**config.mk**
```make
export PLATFORM = sky130hd
export DESIGN_NAME = srt_ctrl
export DESIGN_NICKNAME = d
export VERILOG_FILES = /design/src/design/srt_pkg.sv /design/src/design/srt_ctrl.sv
export SDC_FILE = /design/constraint.sdc
export NUM_CORES = 1
export LEC_CHECK = 0
export BUFFER_PORTS_ARGS = -buffer_cell sky130_fd_sc_hd__buf_2
export CORE_AREA = 2 2 39 41
export DETAILED_ROUTE_END_ITERATION = 12
export DIE_AREA = 0 0 41 43
export HOLD_SLACK_MARGIN = 0.05
export PLACE_DENSITY = 0.59
export SLEW_MARGIN = 5
export SYNTH_ARGS = -nofsm -noshare
export SYNTH_HDL_FRONTEND = slang
export SYNTH_SLANG_ARGS = --single-unit
```
**constraint.sdc**
```tcl
create_clock -name clk_i -period 3.3 [get_ports clk_i]
set_input_delay 0.66 -clock clk_i [delete_from_list [all_inputs] [get_ports clk_i]]
set_output_delay 0.66 -clock clk_i [all_outputs]
set_load 0.02 [all_outputs]
```
**src/design/srt_pkg.sv**
```systemverilog
// Package of the record sorter: payload types, control types and constants
`default_nettype none

package srt_pkg;

  localparam int unsigned MAX_RECORDS = 32;

  typedef struct packed {
    logic signed [31:0] score_in;
    logic [63:0]        name_word0_in;
    logic [63:0]        name_word1_in;
    logic [63:0]        name_word2_in;
    logic               final_record;
  } srt_in_t;

  typedef struct packed {
    logic signed [31:0] score_out;
    logic [63:0]        name_word0_out;
    logic [63:0]        name_word1_out;
    logic [63:0]        name_word2_out;
    logic               end_of_list;
    logic               overflowed;
  } srt_out_t;

  typedef struct packed {
    logic signed [31:0] score;
    logic [63:0]        name0;
    logic [63:0]        name1;
    logic [63:0]        name2;
  } srt_rec_t;

  typedef enum logic [2:0] {
    ST_LOAD,
    ST_FETCH_P,
    ST_LOAD_P,
    ST_FETCH_Q,
    ST_CMP,
    ST_EMIT
  } srt_state_e;

  typedef struct packed {
    logic store;
    logic drop;
    logic start;
    logic rd_p;
    logic load_cur;
    logic rd_q;
    logic cmp;
    logic emit;
    logic clear;
  } srt_cmd_t;

  typedef struct packed {
    logic full;
    logic p_last;
    logic q_last;
  } srt_sts_t;

endpackage

`default_nettype wire

```
**src/design/srt_ctrl.sv**
```systemverilog
// Controller state machine of the record sorter
`default_nettype none

module srt_ctrl (
  input  wire logic              clk_i,
  input  wire logic              rst_ni,
  input  wire logic              in_valid_i,
  input  wire logic              in_final_i,
  output logic                   in_ready_o,
  output logic                   out_valid_o,
  input  wire logic              out_ready_i,
  input  wire srt_pkg::srt_sts_t sts_i,
  output srt_pkg::srt_cmd_t      cmd_o
);
  import srt_pkg::*;

  srt_state_e state_q, state_d;
  logic       out_valid_q, out_valid_d;

  always_ff @(posedge clk_i or negedge rst_ni) begin
    if (!rst_ni) begin
      state_q     <= ST_LOAD;
      out_valid_q <= 1'b0;
    end else begin
      state_q     <= state_d;
      out_valid_q <= out_valid_d;
    end
  end

  always_comb begin
    state_d     = state_q;
    cmd_o       = '0;
    in_ready_o  = 1'b0;
    out_valid_d = out_valid_q && !out_ready_i;
    case (state_q)
      ST_LOAD: begin
        in_ready_o = 1'b1;
        if (in_valid_i) begin
          cmd_o.store = !sts_i.full;
          cmd_o.drop  = sts_i.full;
          if (in_final_i) begin
            cmd_o.start = 1'b1;
            state_d     = ST_FETCH_P;
          end
        end
      end
      ST_FETCH_P: begin
        cmd_o.rd_p = 1'b1;
        state_d    = ST_LOAD_P;
      end
      ST_LOAD_P: begin
        cmd_o.load_cur = 1'b1;
        state_d        = sts_i.p_last ? ST_EMIT : ST_FETCH_Q;
      end
      ST_FETCH_Q: begin
        cmd_o.rd_q = 1'b1;
        state_d    = ST_CMP;
      end
      ST_CMP: begin
        cmd_o.cmp = 1'b1;
        state_d   = sts_i.q_last ? ST_EMIT : ST_FETCH_Q;
      end
      ST_EMIT: begin
        if (!out_valid_q || out_ready_i) begin
          cmd_o.emit  = 1'b1;
          out_valid_d = 1'b1;
          if (sts_i.p_last) begin
            cmd_o.clear = 1'b1;
            state_d     = ST_LOAD;
          end else begin
            state_d = ST_FETCH_P;
          end
        end
      end
      default: state_d = ST_LOAD;
    endcase
  end

  assign out_valid_o = out_valid_q;

endmodule

`default_nettype wire

```
Word level (Yosys, flattened, before mapping). Cells that the tools add are included.

Equal/unequal tests: 8. Mux-type cells: 20. Reductions and logical operators: 7.

Operators by type and width (count): 3-bit 2-to-1 mux (7); 3-bit one-hot mux with 6 select lines (1); 1-bit 2-to-1 mux (10); 3-bit by 2-bit equality test with 1-bit output, second input constant (2); 3-bit equality test, second input constant (2); 2-bit != test, second input constant (3); 2-bit 2-to-1 mux (2); 3-bit by 1-bit equality test with 1-bit output, second input constant (1); 1-bit zero test (3); 3-bit zero test (1); 3-bit AND reduction (1); 1-bit logical AND (1); 1-bit logical OR (1).

Logic and storage cells: 37. Bits of input ports: 8. Register bits after elaboration: 4. Output and inout port bits: 11.

Logic depth before layout (Yosys ltp). Gate-level depths: netlist of the first run.

Depth in word-level cells: 4. Depth in mapped cells: 4. Depth with buffers taken out: 3.

Least setup slack after synthesis of the first run. OpenSTA, ideal clock, no wires.

Path type: input -> output. From: input out_ready_i. To: output cmd_o[0] in the netlist's numbering. Arrival: 1.374 ns. Path buffers: 0. Data required time: 2.640 ns. Setup slack: 1.266 ns. Cell stages on the path: 3. Cell sequence: and2b_2 -> nor2_2 -> and2_1.

RTL lines: start, declared (RTL line srt_ctrl.sv:11) `input wire logic out_ready_i,`; end, declared (RTL line srt_ctrl.sv:13) `output srt_pkg::srt_cmd_t cmd_o`.

==> results.md, run 1 <==
Route:
- The routed length per instance is 9.43 um.
- In the routed design, unresolved DRC markers number 0.
- For this block, the initial DRC count from the detailed router was 0.
- Dividing the detail-routed via count by the number of cells gives 4.44.
- The via count is 302.
- For this run, the detailed router's first-pass iteration total came to 1.
- The routed wire length is 641 um.
- The number of routed nets with antenna violations is 0.

Floorplanning:
- The core region area is 1380 um2.
- The floorplan has 14 rows.
- The die covers roughly 1800 um2.
- The die is just over 40 um wide.
- The vertical extent of the die is about 43 um.
- The initial cell density of the core is 0.213.
- 19 I/O pins were placed.

Critical path:
- At the worst endpoint, the required time is approximately 2.6 ns.
- The number of cells traversed by the worst register-to-register path is 2.
- STA classifies the critical path startpoint as a flop.
- The most critical setup path has its startpoint at state_q[0].
- The worst setup path is captured at an output port.
- The data arrival time at the worst-slack endpoint is around 1.4 ns.
- The critical setup path kind is reg -> out.
- Of all nets on the critical path, the largest fanout is 13.
- The worst register-to-register path begins at state_q[0].

Timing:
- In this run the tightest slew margin relative to its limit is 0.707.
- The worst clock skew is around 0.0033 ns.
- The max-slew violation total from the final report is 0.
- The count of endpoints failing hold in the final timing report is 0.
- For the pin with the worst max-slew slack, the measured transition is 0.440 ns.
- Dividing the final minimum period by the clock period gives 0.627.
- Counting I/O delays and the setup requirement, the final critical path takes roughly 2.1 ns.
- Derived from the worst setup path, the maximum achievable clock frequency is just under 500 MHz.
- Setup repair after global routing left no endpoint under its margin.
- Final hold analysis gives a worst-case slack of 0.224 ns.
- The setup violation total in the final timing report is 0.
- The setup TNS is 0 ns.
- The final worst slack is 1.23 ns.

Clock network:
- After clock tree synthesis, the clock-pin slew on the worst setup and hold paths is about 0.04 ns.
- At the later pin of the worst-skew pair, clock insertion delay measures about 0.23 ns.
- The number of gates resized after CTS is 0.
- TritonCTS built the clock tree.
- The number of buffers on the longest clock path is 2.
- The number of buffers added by the clock tree synthesis step is 3.
- The clock drives 4 sinks.
- The cell at the root of the clock tree is sky130_fd_sc_hd__clkbuf_4.
- The hold-fix buffer count after cts is 0.
- The post-CTS setup repair buffer count is 0.
- The level count of the clock H-tree is 1.

Synthesis:
- The average footprint of a synthesized cell is a little under 9 um2.
- Yosys instantiated no cell more often than sky130_fd_sc_hd__dfrtp_1.
- Counting flops and latches in the post-synthesis netlist gives 4.
- The cell area after technology mapping is 295 um2.
- The synthesized netlist cell count is 33.
- By area the synthesized netlist is led by sky130_fd_sc_hd__dfrtp_1, sky130_fd_sc_hd__nor3_4, sky130_fd_sc_hd__nor3b_1.
- In the synthesized netlist, the cells that appear most often are sky130_fd_sc_hd__dfrtp_1, sky130_fd_sc_hd__nand2_1, sky130_fd_sc_hd__nor2_1.
- During synthesis, Yosys emitted a total of 0 warnings.
- The number of synthesized flops with an enable pin is 0.
- The commonest register cell after synthesis is sky130_fd_sc_hd__dfrtp_1.
- The largest area contributor in the netlist is sky130_fd_sc_hd__dfrtp_1.
- Synthesis produced a netlist with a net count of 41.
- The number of different library cells in the post-synthesis netlist is 23.
- For this run, the register share of the synthesized area comes to 0.339.
- The share of the synthesized area in the top cell type is 0.339.
- The async set-reset flop share out of synthesis is 1.00.

Power and ir drop:
- The part of the power in the clock network is 0.152.
- The power spent charging and discharging nets is 187 uW.
- The combinational cell fraction of total power is 0.523.
- IR analysis of the VDD net gives a maximum drop of approximately 0.00025 V.
- For this design the static power due to leakage is ~0.22 nW.
- Of the total power, the share spent switching nets is 0.484.
- Dividing total power by cell area gives a power density of around 940 nW/um2.
- The internal power of the cells totals 199 uW.
- Of the total power, registers draw 0.325.

Placement:
- Before CTS, the worst setup slack after placement is approximately 1.3 ns.
- The count of buffers added on input and output ports is 18.
- The total instance count after detailed placement is between 60 and 70.
- The detailed-placement wirelength estimate is roughly 540 um.
- The cell area reported after detailed placement is between 300 and 400 um2.
- The routability congestion estimate from global placement is 0.647.

Finish:
- The ratio of cells with drive above 1 in the final layout is 0.481.
- Registers take between 100 and 150 um2.
- The area taken by multi-input logic gates is 175 um2.
- Relative to the synthesized area, the layout overhead comes to 39.4%.
- The number of inserted filler cells in the final layout is ~180.
- The number of nets at the end of the flow is 62.
- Leaving out filler cells and counting taps, the final layout contains 68.
- The final design area excluding fillers is around 410 um2.
- The number of antenna diodes in the final layout is 0.

GRT:
- The via count of the first global-routing pass was approximately 260.
- The total congestion overflow is 0.
- The maximum number of pins on one net before global-route repair is 14.
- The first global-routing pass estimated 1.04 mm of wire.
- The number of antenna violations at the first check in global routing is 0.
- The global router's overall resource usage is 0.0875.

Hold path:
- The min-delay analysis places its worst path in the category in -> async.

Run status:
- The run finished with clean final reports.

Job:
- Across the run, the number of max-cap violations was 0.
[power by group through the flow]
stage,combinational [mW],sequential [mW],clock (mW)
2_1_floorplan,0.183,0.0994,0
3_3_place_gp,0.204,0.126,0
3_5_place_dp,0.205,0.127,0
4_1_cts,0.206,0.126,0.0620
5_1_grt,0.225,0.133,0.0670
6_report,0.202,0.126,0.0586
[worst max-delay path: stages (launching register included)]
cell and delay (ns):
sky130_fd_sc_hd__dfrtp_1 0.60, sky130_fd_sc_hd__nand3b_1 0.18, sky130_fd_sc_hd__nor2_2 0.12, sky130_fd_sc_hd__and2_1 0.12, sky130_fd_sc_hd__buf_2 0.15
[cells by family (layout without fill, tap and decap cells)]
group	Yosys count	count (layout)	synth area share
and+or+nand+nor	18	18	0.403
AOI/OAI and AO/OA	7	7	0.157
DFF	4	4	0.339
muxes	1	1	0.0339
buffers and inverters	3	22	0.0678
[cell type report]
cell class	count	share of cell area
inverter	1	0.00912
tap	16	0.0486
clock buffer	3	0.0547
sequential	4	0.243
multi-input combinational	26	0.426
timing repair buffer	18	0.219
[worst paths after layout]
check,to,slack [ns]
min in group clk_i,out_valid_o,0.53
hold reg to reg,out_valid_o,0.53
hold / removal,out_valid_o,0.22
setup / recovery,cmd_o[0],1.23
max in group asynchronous,state_q[1],2.96
setup reg to reg,state_q[2],2.20
[routing by layer]
metal | GRT usage | share of wire | routed length (um) | vias to the layer above
met5 | 0 | 0 | 0 | -
met4 | 0.0200 | 0 | 0 | 0
met3 | 0.0628 | 0.064 | 41 | 0
met2 | 0.113 | 0.49 | 317 | 9
met1 | 0.117 | 0.44 | 282 | 135
li1 | - | - | - | 158
[state kept, by name, indices dropped and copies added (netlist names)]
| signal | flops |
|---|---|
| out_valid_o | 1 |
| state_q | 3 |
[metrics by stage]
| step | utilization | total power [mW] |
|---|---|---|
| finish | 0.297 | 0.386 |
| global route | 0.297 | 0.426 |
| CTS | 0.297 | 0.394 |
| detailed placement | 0.281 | 0.332 |
| global placement | 0.281 | 0.330 |
| floorplan | - | 0.283 |
[placed cells by master (no fill, tap or decap), types with 2 or more instances in the layout]
| cell | instances |
|---|---|
| sky130_fd_sc_hd__nor3b_1 | 2 |
| sky130_fd_sc_hd__buf_2 | 18 |
| sky130_fd_sc_hd__nand2_1 | 3 |
| sky130_fd_sc_hd__dfrtp_1 | 4 |
| sky130_fd_sc_hd__a21oi_1 | 2 |
| sky130_fd_sc_hd__nor2_1 | 3 |
| sky130_fd_sc_hd__clkbuf_4 | 3 |
| sky130_fd_sc_hd__and3_1 | 2 |
No activity file was read; power rests on OpenSTA's default activity.
==> inputs of run 2 (changes only) <==
- clock period: 3.3 -> 2.05 ns (I/O delays scaled with it)
==> run 2 against run 1 <==
  * Wire length up 2.7%
  * Critical endpoint unchanged
  * Final cell count up 1.5%
  * Clock skew up 0.00085 ns
  * Non-clock buffer count up 1
  * Utilization up 0.72 points
  * Worst hold slack better by 0.18 ns
==> results.md, run 2 (synthesis gave the netlist of run 1 again) <==
Clock network:
- The post-CTS clock slew at the launch and capture registers of the worst setup and hold paths is about 0.04 ns.
- In this run the number of H-tree levels came out at 1.
- The clock tree from TritonCTS is built.
- The number of gates resized after CTS is 0.
- The cell at the root of the clock tree is sky130_fd_sc_hd__clkbuf_4.
- The clock drives 4 sinks.
- The post-CTS setup repair buffer count is 0.
- The number of buffers on the longest clock path is 2.
- The number of buffers added by the clock tree synthesis step is 3.
- For the worst-skew pair, the clock arrives at the later sink with an insertion delay of 0.24 ns.

Route:
- The first detailed-routing pass took 2 iterations.
- For this block, the initial DRC count from the detailed router was 3.
- The routed wire length is approximately 660 um.
- In the final routed layout, each cell accounts on average for about 9.5 um.
- In the routed design, unresolved DRC markers number 0.
- Using the TritonRoute via totals, the vias-per-cell ratio works out to between 4 and 5.
- Once detail routing completed, the nets flagged for antenna violations numbered 0.
- The via count is approximately 300.

Power and ir drop:
- The worst-case IR drop observed on VDD is 0.000350 V.
- The share of total power dissipated in sequential elements is 0.323.
- The switching part of the total power is 0.489.
- In this run the static leakage power is between 0.2 and 0.25 nW.
- The power spent charging and discharging nets is 308 uW.
- The completed layout was analyzed and its total power is around 630 uW.
- Of the total power, the clock network draws 0.156.
- The internal power component is around 320 uW.
- Of the total power, combinational logic draws 0.521.
- The power density over the cells is 1500 nW/um2.

GRT:
- The global-route wire length before repair is ~1.1 mm.
- The total congestion overflow is 0.
- The via count of the first global-routing pass was roughly 260.
- Entering global routing, the biggest net connects 14 pins.
- The global router's overall resource usage is 0.0958.
- The number of antenna violations at the first check in global routing was 0.

Floorplanning:
- The core region area is around 1400 um2.
- For this configuration, the core starts out at a cell density of 0.213.
- The die is about 43 um tall.
- The die covers about 1800 um2.
- The floorplan has 14 rows.
- The die is 41 um wide.
- 19 I/O pins were placed.

Finish:
- For this run, the post-layout net count is 63.
- The ratio of cells with drive above 1 in the final layout is 0.472.
- The library cells used most frequently in the layout, excluding fill and tap cells, are sky130_fd_sc_hd__buf_2, sky130_fd_sc_hd__dfrtp_1, sky130_fd_sc_hd__nand2_1, sky130_fd_sc_hd__nor2_1, sky130_fd_sc_hd__clkbuf_4.
- The post-layout utilization of the core is 0.305.
- Leaving out fill and tap cells, the most frequent cell in the layout is sky130_fd_sc_hd__buf_2.
- The number of inserted filler cells in the final layout is ~160.
- The area growth from synthesis to layout is 42.8%.
- After routing the design area is 422 um2.
- The register with the most flip-flops in the layout has 3 of them.
- The top register by number of flip-flops is state_q.
- The diode insertion count for antenna repair is 0.

Timing:
- After routing, the total negative slack on setup checks comes to 0 ns.
- Subtracting the final worst setup slack from the clock period gives roughly 1.8 ns.
- For the pin with the worst max-slew slack, the measured transition is about 0.44 ns.
- The count of endpoints failing hold in the final timing report was 0.
- The setup violation total in the final timing report is 0.
- For the final database, setup skew stands at slightly above 0.004 ns.
- The max-slew violation total from the final report is 0.
- The maximum clock rate is roughly 550 MHz.
- Hold timing on the final database bottoms out at a slack of 0.401 ns.
- Of the available clock period, the critical path in the final layout requires 0.889.
- Measured against its own limit, the worst slew margin works out to 0.708.
- Setup repair after global routing left no endpoint under its margin.

Placement:
- The detailed-placement wirelength estimate is just over 500 um.
- The cell area reported after detailed placement is between 300 and 400 um2.
- The number of I/O port buffers is 18.
- The routability congestion estimate from global placement is 0.694.

Job:
- The max-capacitance violation count is 0.

Critical path:
- The worst setup path is of the reg -> out kind.
- The critical path data required time is about 1.6 ns.
- The worst setup path is captured at an output port.
- The data arrival time at the worst-slack endpoint is 1.41 ns.
- For the worst flop-to-flop path, the logic depth is 2.
- Along the worst path, the maximum fanout reaches 13.
- The kind of start point of the critical path is a flop.

Hold path:
- The number of cells on the worst hold path is 2.
- In this run the worst hold path is classified as in -> reg.

Run status:
- The run finished with clean final reports.
run 2: cell count changes in the layout (fill, tap and decap cells not counted):
cell	delta
sky130_fd_sc_hd__dlygate4sd3_1	+1
run 2: stage by stage:
step | cells | setup slack (ns)
final | 69 | 0.228
after CTS | 69 | 0.217
after global placement | 65 | 0.509
after global routing | 69 | 0.0831
after floorplan | 33 | 0.437
after detailed placement | 65 | 0.475
run 2: final timing paths:
path	from	to	slack (ns)
worst min register to register	out_valid_o	out_valid_o	0.51
min in group asynchronous	rst_ni	state_q[0]	0.50
worst max register to register	state_q[2]	state_q[1]	0.96
worst min-delay path	sts_i[0]	state_q[1]	0.40
max in group asynchronous	rst_ni	state_q[2]	1.43
worst max-delay path	state_q[0]	cmd_o[0]	0.23
run 2: final cells by class:
class / instances / area [um2] / area share
Clock buffer: 3 / 22.5 / 0.0534
Multi-Input combinational cell: 26 / 175 / 0.415
Inverter: 1 / 3.75 / 0.00890
Sequential cell: 4 / 100 / 0.237
Timing Repair Buffer: 19 / 100 / 0.237
Tap cell: 16 / 20.0 / 0.0475
run 2: what timing repair did:
item | 4_1_cts | 5_1_grt
hold buffers | 1 | 0
endpoints found under the hold margin | 4 | 0
endpoints found under the setup margin | 0 | 0
run 2: routing by layer:
layer	global-route usage	vias up	routed length [um]
met4	0.0800	0	0
met1	0.134	133	324
met2	0.103	7	309
li1	-	158	-
met3	0.0471	0	23
met5	0	-	0
run 2: critical path: stages (launching register included):
cell and delay (ns):
sky130_fd_sc_hd__dfrtp_1 0.60, sky130_fd_sc_hd__nand3b_1 0.18, sky130_fd_sc_hd__nor2_2 0.12, sky130_fd_sc_hd__and2_1 0.12, sky130_fd_sc_hd__buf_2 0.15
run 2: power by group through the flow:
stage                     registers [mW]  clock network (mW)  logic (mW)
after floorplan                    0.160                   0       0.295
after global routing               0.213               0.108       0.367
after global placement             0.202                   0       0.330
after CTS                          0.202               0.103       0.333
after detailed placement           0.204                   0       0.330
final                              0.204              0.0985       0.328
==> inputs of run 3 (changes only) <==
- clock period: 2.05 -> 1.82 ns (I/O delays scaled with it)
==> run 3 against run 2 <==
  * Utilization is 0.090 points higher
  * Register-to-register slack worse by 0.20 ns
  * Die area stayed put
  * Clock power is 9% higher
  * Worst hold slack worse by 0.050 ns
==> results.md, run 3 (synthesis gave the netlist of run 1 again) <==
Timing:
- The final worst-path cycle share is 0.919.
- Setup repair after global routing left no endpoint under its margin.
- Across the routed clock network, the largest skew measured is around 0.00073 ns.
- The count of endpoints failing hold in the final timing report is 0.
- Headroom to the max-slew limit came out at 0.768.
- The setup TNS is 0 ns.
- The worst path needs approximately 1.7 ns of the cycle, external delays included.
- The setup violation total in the final timing report is 0.
- At the pin with the least slew margin, the transition time is 0.349 ns.
- The max-slew violation total from the final report is 0.
- The maximum clock rate is ~600 MHz.

Hold path:
- In this run the most critical hold path is launched from sts_i[0].
- In this run the worst hold path is classified as in -> reg.

Finish:
- The top register by number of flip-flops is state_q.
- The number of flip-flops in the largest register is 3.
- The most frequent standard cell in the layout excluding fill and tap cells is sky130_fd_sc_hd__buf_2.
- In the layout the commonest cells are sky130_fd_sc_hd__buf_2, sky130_fd_sc_hd__nand2_1, sky130_fd_sc_hd__nor2_1, sky130_fd_sc_hd__clkbuf_4, sky130_fd_sc_hd__dfrtp_1.
- The number of inserted filler cells in the final layout is 153.
- The ratio of cells with drive above 1 in the final layout is 0.491.
- The diode insertion count for antenna repair is 0.
- Relative to the synthesized area, the layout overhead comes to 43.2%.
- The count of cells in the finished layout, fillers not included, comes to 69.
- The sequential cells in the finished layout cover a total of 101 um2.
- The number of nets at the end of the flow is 63.
- The final design area excluding fillers is around 420 um2.
- The area taken by multi-input logic gates is between 150 and 200 um2.

Critical path:
- The critical path goes through nand3b_1 -> nor2_2 -> and2_1 -> buf_2.
- In this run the worst setup path begins at state_q[2].
- The number of cells on the worst reg-to-reg path is 3.
- The peak per-stage delay on the critical path is 0.54 ns.
- The critical setup path kind is reg -> out.
- The worst setup path is captured at an output port.
- The largest individual stage delay along the critical path comes from the cell sky130_fd_sc_hd__dfrtp_1.
- The startpoint of the worst-slack reg-to-reg timing path is state_q[1].
- Along the worst path, the maximum fanout reaches 10.
- The worst setup path is launched from a flop.
- STA puts the critical path data arrival time at between 1 and 1.5 ns.
- The endpoint of the most critical setup path is cmd_o[0].
- The endpoint of the most critical register-to-register path is state_q[1].
- At the worst endpoint, the required time is 1.46 ns.
- The worst reg-to-reg setup slack is around 0.76 ns.

Clock network:
- The clock sink count is 4.
- TritonCTS built the clock tree.
- No sink is reached through more buffers than the 2 on the longest clock path.
- Post-CTS timing repair inserted 0 buffers for setup.
- The number of buffers added by the clock tree synthesis step is 3.
- Clock latency on the worst-skew pair, taken at its later pin, is ~0.23 ns.
- After clock tree synthesis, the clock-pin slew on the worst setup and hold paths is about 0.040 ns.
- The level count of the clock H-tree is 1.
- CTS placed an instance of sky130_fd_sc_hd__clkbuf_4 at the clock tree root.

Route:
- Detailed routing inserted a total of 292 vias.
- The number of vias per cell after detailed routing is 4.23.
- The post-detailed-route DRC marker count is 0.
- Summed over all layers, the routed wires come to 625 um.
- For this run, the detailed router's first-pass iteration total came to 1.
- The routed length per instance is 9.06 um.
- The first routing iteration left 0 violations.
- The number of routed nets with antenna violations is 0.

Floorplanning:
- The I/O pin total is 19.
- The core region area is 1380 um2.
- The standard-cell row count is 14.
- The die area is around 1800 um2.
- The initial cell density of the core is 0.213.
- The width of the chip is between 40 and 50 um.
- The die is about 43 um tall.

Power and ir drop:
- The power spent charging and discharging nets is approximately 340 uW.
- The part of the power in the clock network is 0.152.
- The share of total power dissipated in combinational logic is 0.522.
- The register share of total power is 0.326.
- The power density over the cells is around 1700 nW/um2.
- Power comes to 705 uW.
- In this run the static leakage power is 0.224 nW.
- The internal power of the cells totals 365 uW.
- Of the total power, the share spent switching nets is 0.482.
- The maximum resistive drop on vdd is between 0.0004 and 0.0005 V.

Job:
- The max-capacitance violation count is 0.

GRT:
- The via count of the first global-routing pass was 282.
- The number of antenna violations at the first check in global routing is 0.
- Across every metal layer, demand over resource in global routing totals 0.0969.
- The total congestion overflow is 0.
- The maximum number of pins on one net before global-route repair is 14.
- The first global-routing pass estimated ~1.2 mm of wire.

Placement:
- The detailed-placement wirelength estimate is roughly 500 um.
- Routability-driven placement finished with a final weighted congestion of slightly below 0.7.
- The total instance count after detailed placement is 65.
- The number of I/O port buffers is 18.
- In this run the cell area measured after placement is about 390 um2.

Run status:
- The run finished with clean final reports.
==> run 3: cell types whose count changed in the layout (fill, tap and decap cells not counted) <==
cell	change
sky130_fd_sc_hd__dfrtp_1	-1
sky130_fd_sc_hd__dfrtp_2	+1
==> run 3: routing by layer <==
layer,routed length (um),up-vias,share of wire,global-route usage
li1,-,157,-,-
met1,285,128,0.46,0.150
met2,314,7,0.50,0.109
met3,25,0,0.040,0.0157
met4,0,0,0,0.0800
met5,0,-,0,0
==> run 3: metrics by stage <==
| step | hold WS (ns) | utilization | worst slack, ns |
|---|---|---|---|
| final | 0.351 | 0.306 | 0.147 |
| after global routing | 0.361 | 0.306 | 0.0225 |
| after CTS | 0.343 | 0.305 | 0.0392 |
| after detailed placement | 0.169 | 0.281 | 0.294 |
| after global placement | 0.171 | 0.281 | 0.327 |
| after floorplan | 0.0684 | - | 0.253 |
==> run 3: cell type report <==
class,instances,area share
clock buffers,3,0.0533
inverters,1,0.00888
multi-input cells,26,0.414
flip-flops and latches,4,0.240
well taps,16,0.0473
repair buffers,19,0.237
==> run 3: critical path, delay by kind of cell (launching register included) <==
kind	cells	cell delay, ns
simple gates	3	0.39
buf+inv	1	0.15
flops	1	0.54
==> run 3: power by group through the flow <==
stage | registers (mW) | logic (mW) | clock network [mW]
floorplan | 0.180 | 0.332 | 0
global placement | 0.227 | 0.372 | 0
detailed placement | 0.229 | 0.371 | 0
CTS | 0.228 | 0.374 | 0.115
global route | 0.244 | 0.415 | 0.117
finish | 0.230 | 0.368 | 0.107
==> run 3: worst min-delay path by stage <==
stage / end / cells after the start
floorplan: out_valid_o / 0
global placement: out_valid_o / 1
detailed placement: out_valid_o / 1
CTS: state_q[1] / 2
global route: state_q[1] / 2
finish: state_q[1] / 2
==> run 3: repair_timing <==
| action | in CTS | in global routing |
|---|---|---|
| endpoints found under the hold margin | 4 | 0 |
| gates resized for setup | 0 | 1 |
| hold buffers | 1 | 0 |
| setup endpoints to repair | 0 | 1 |
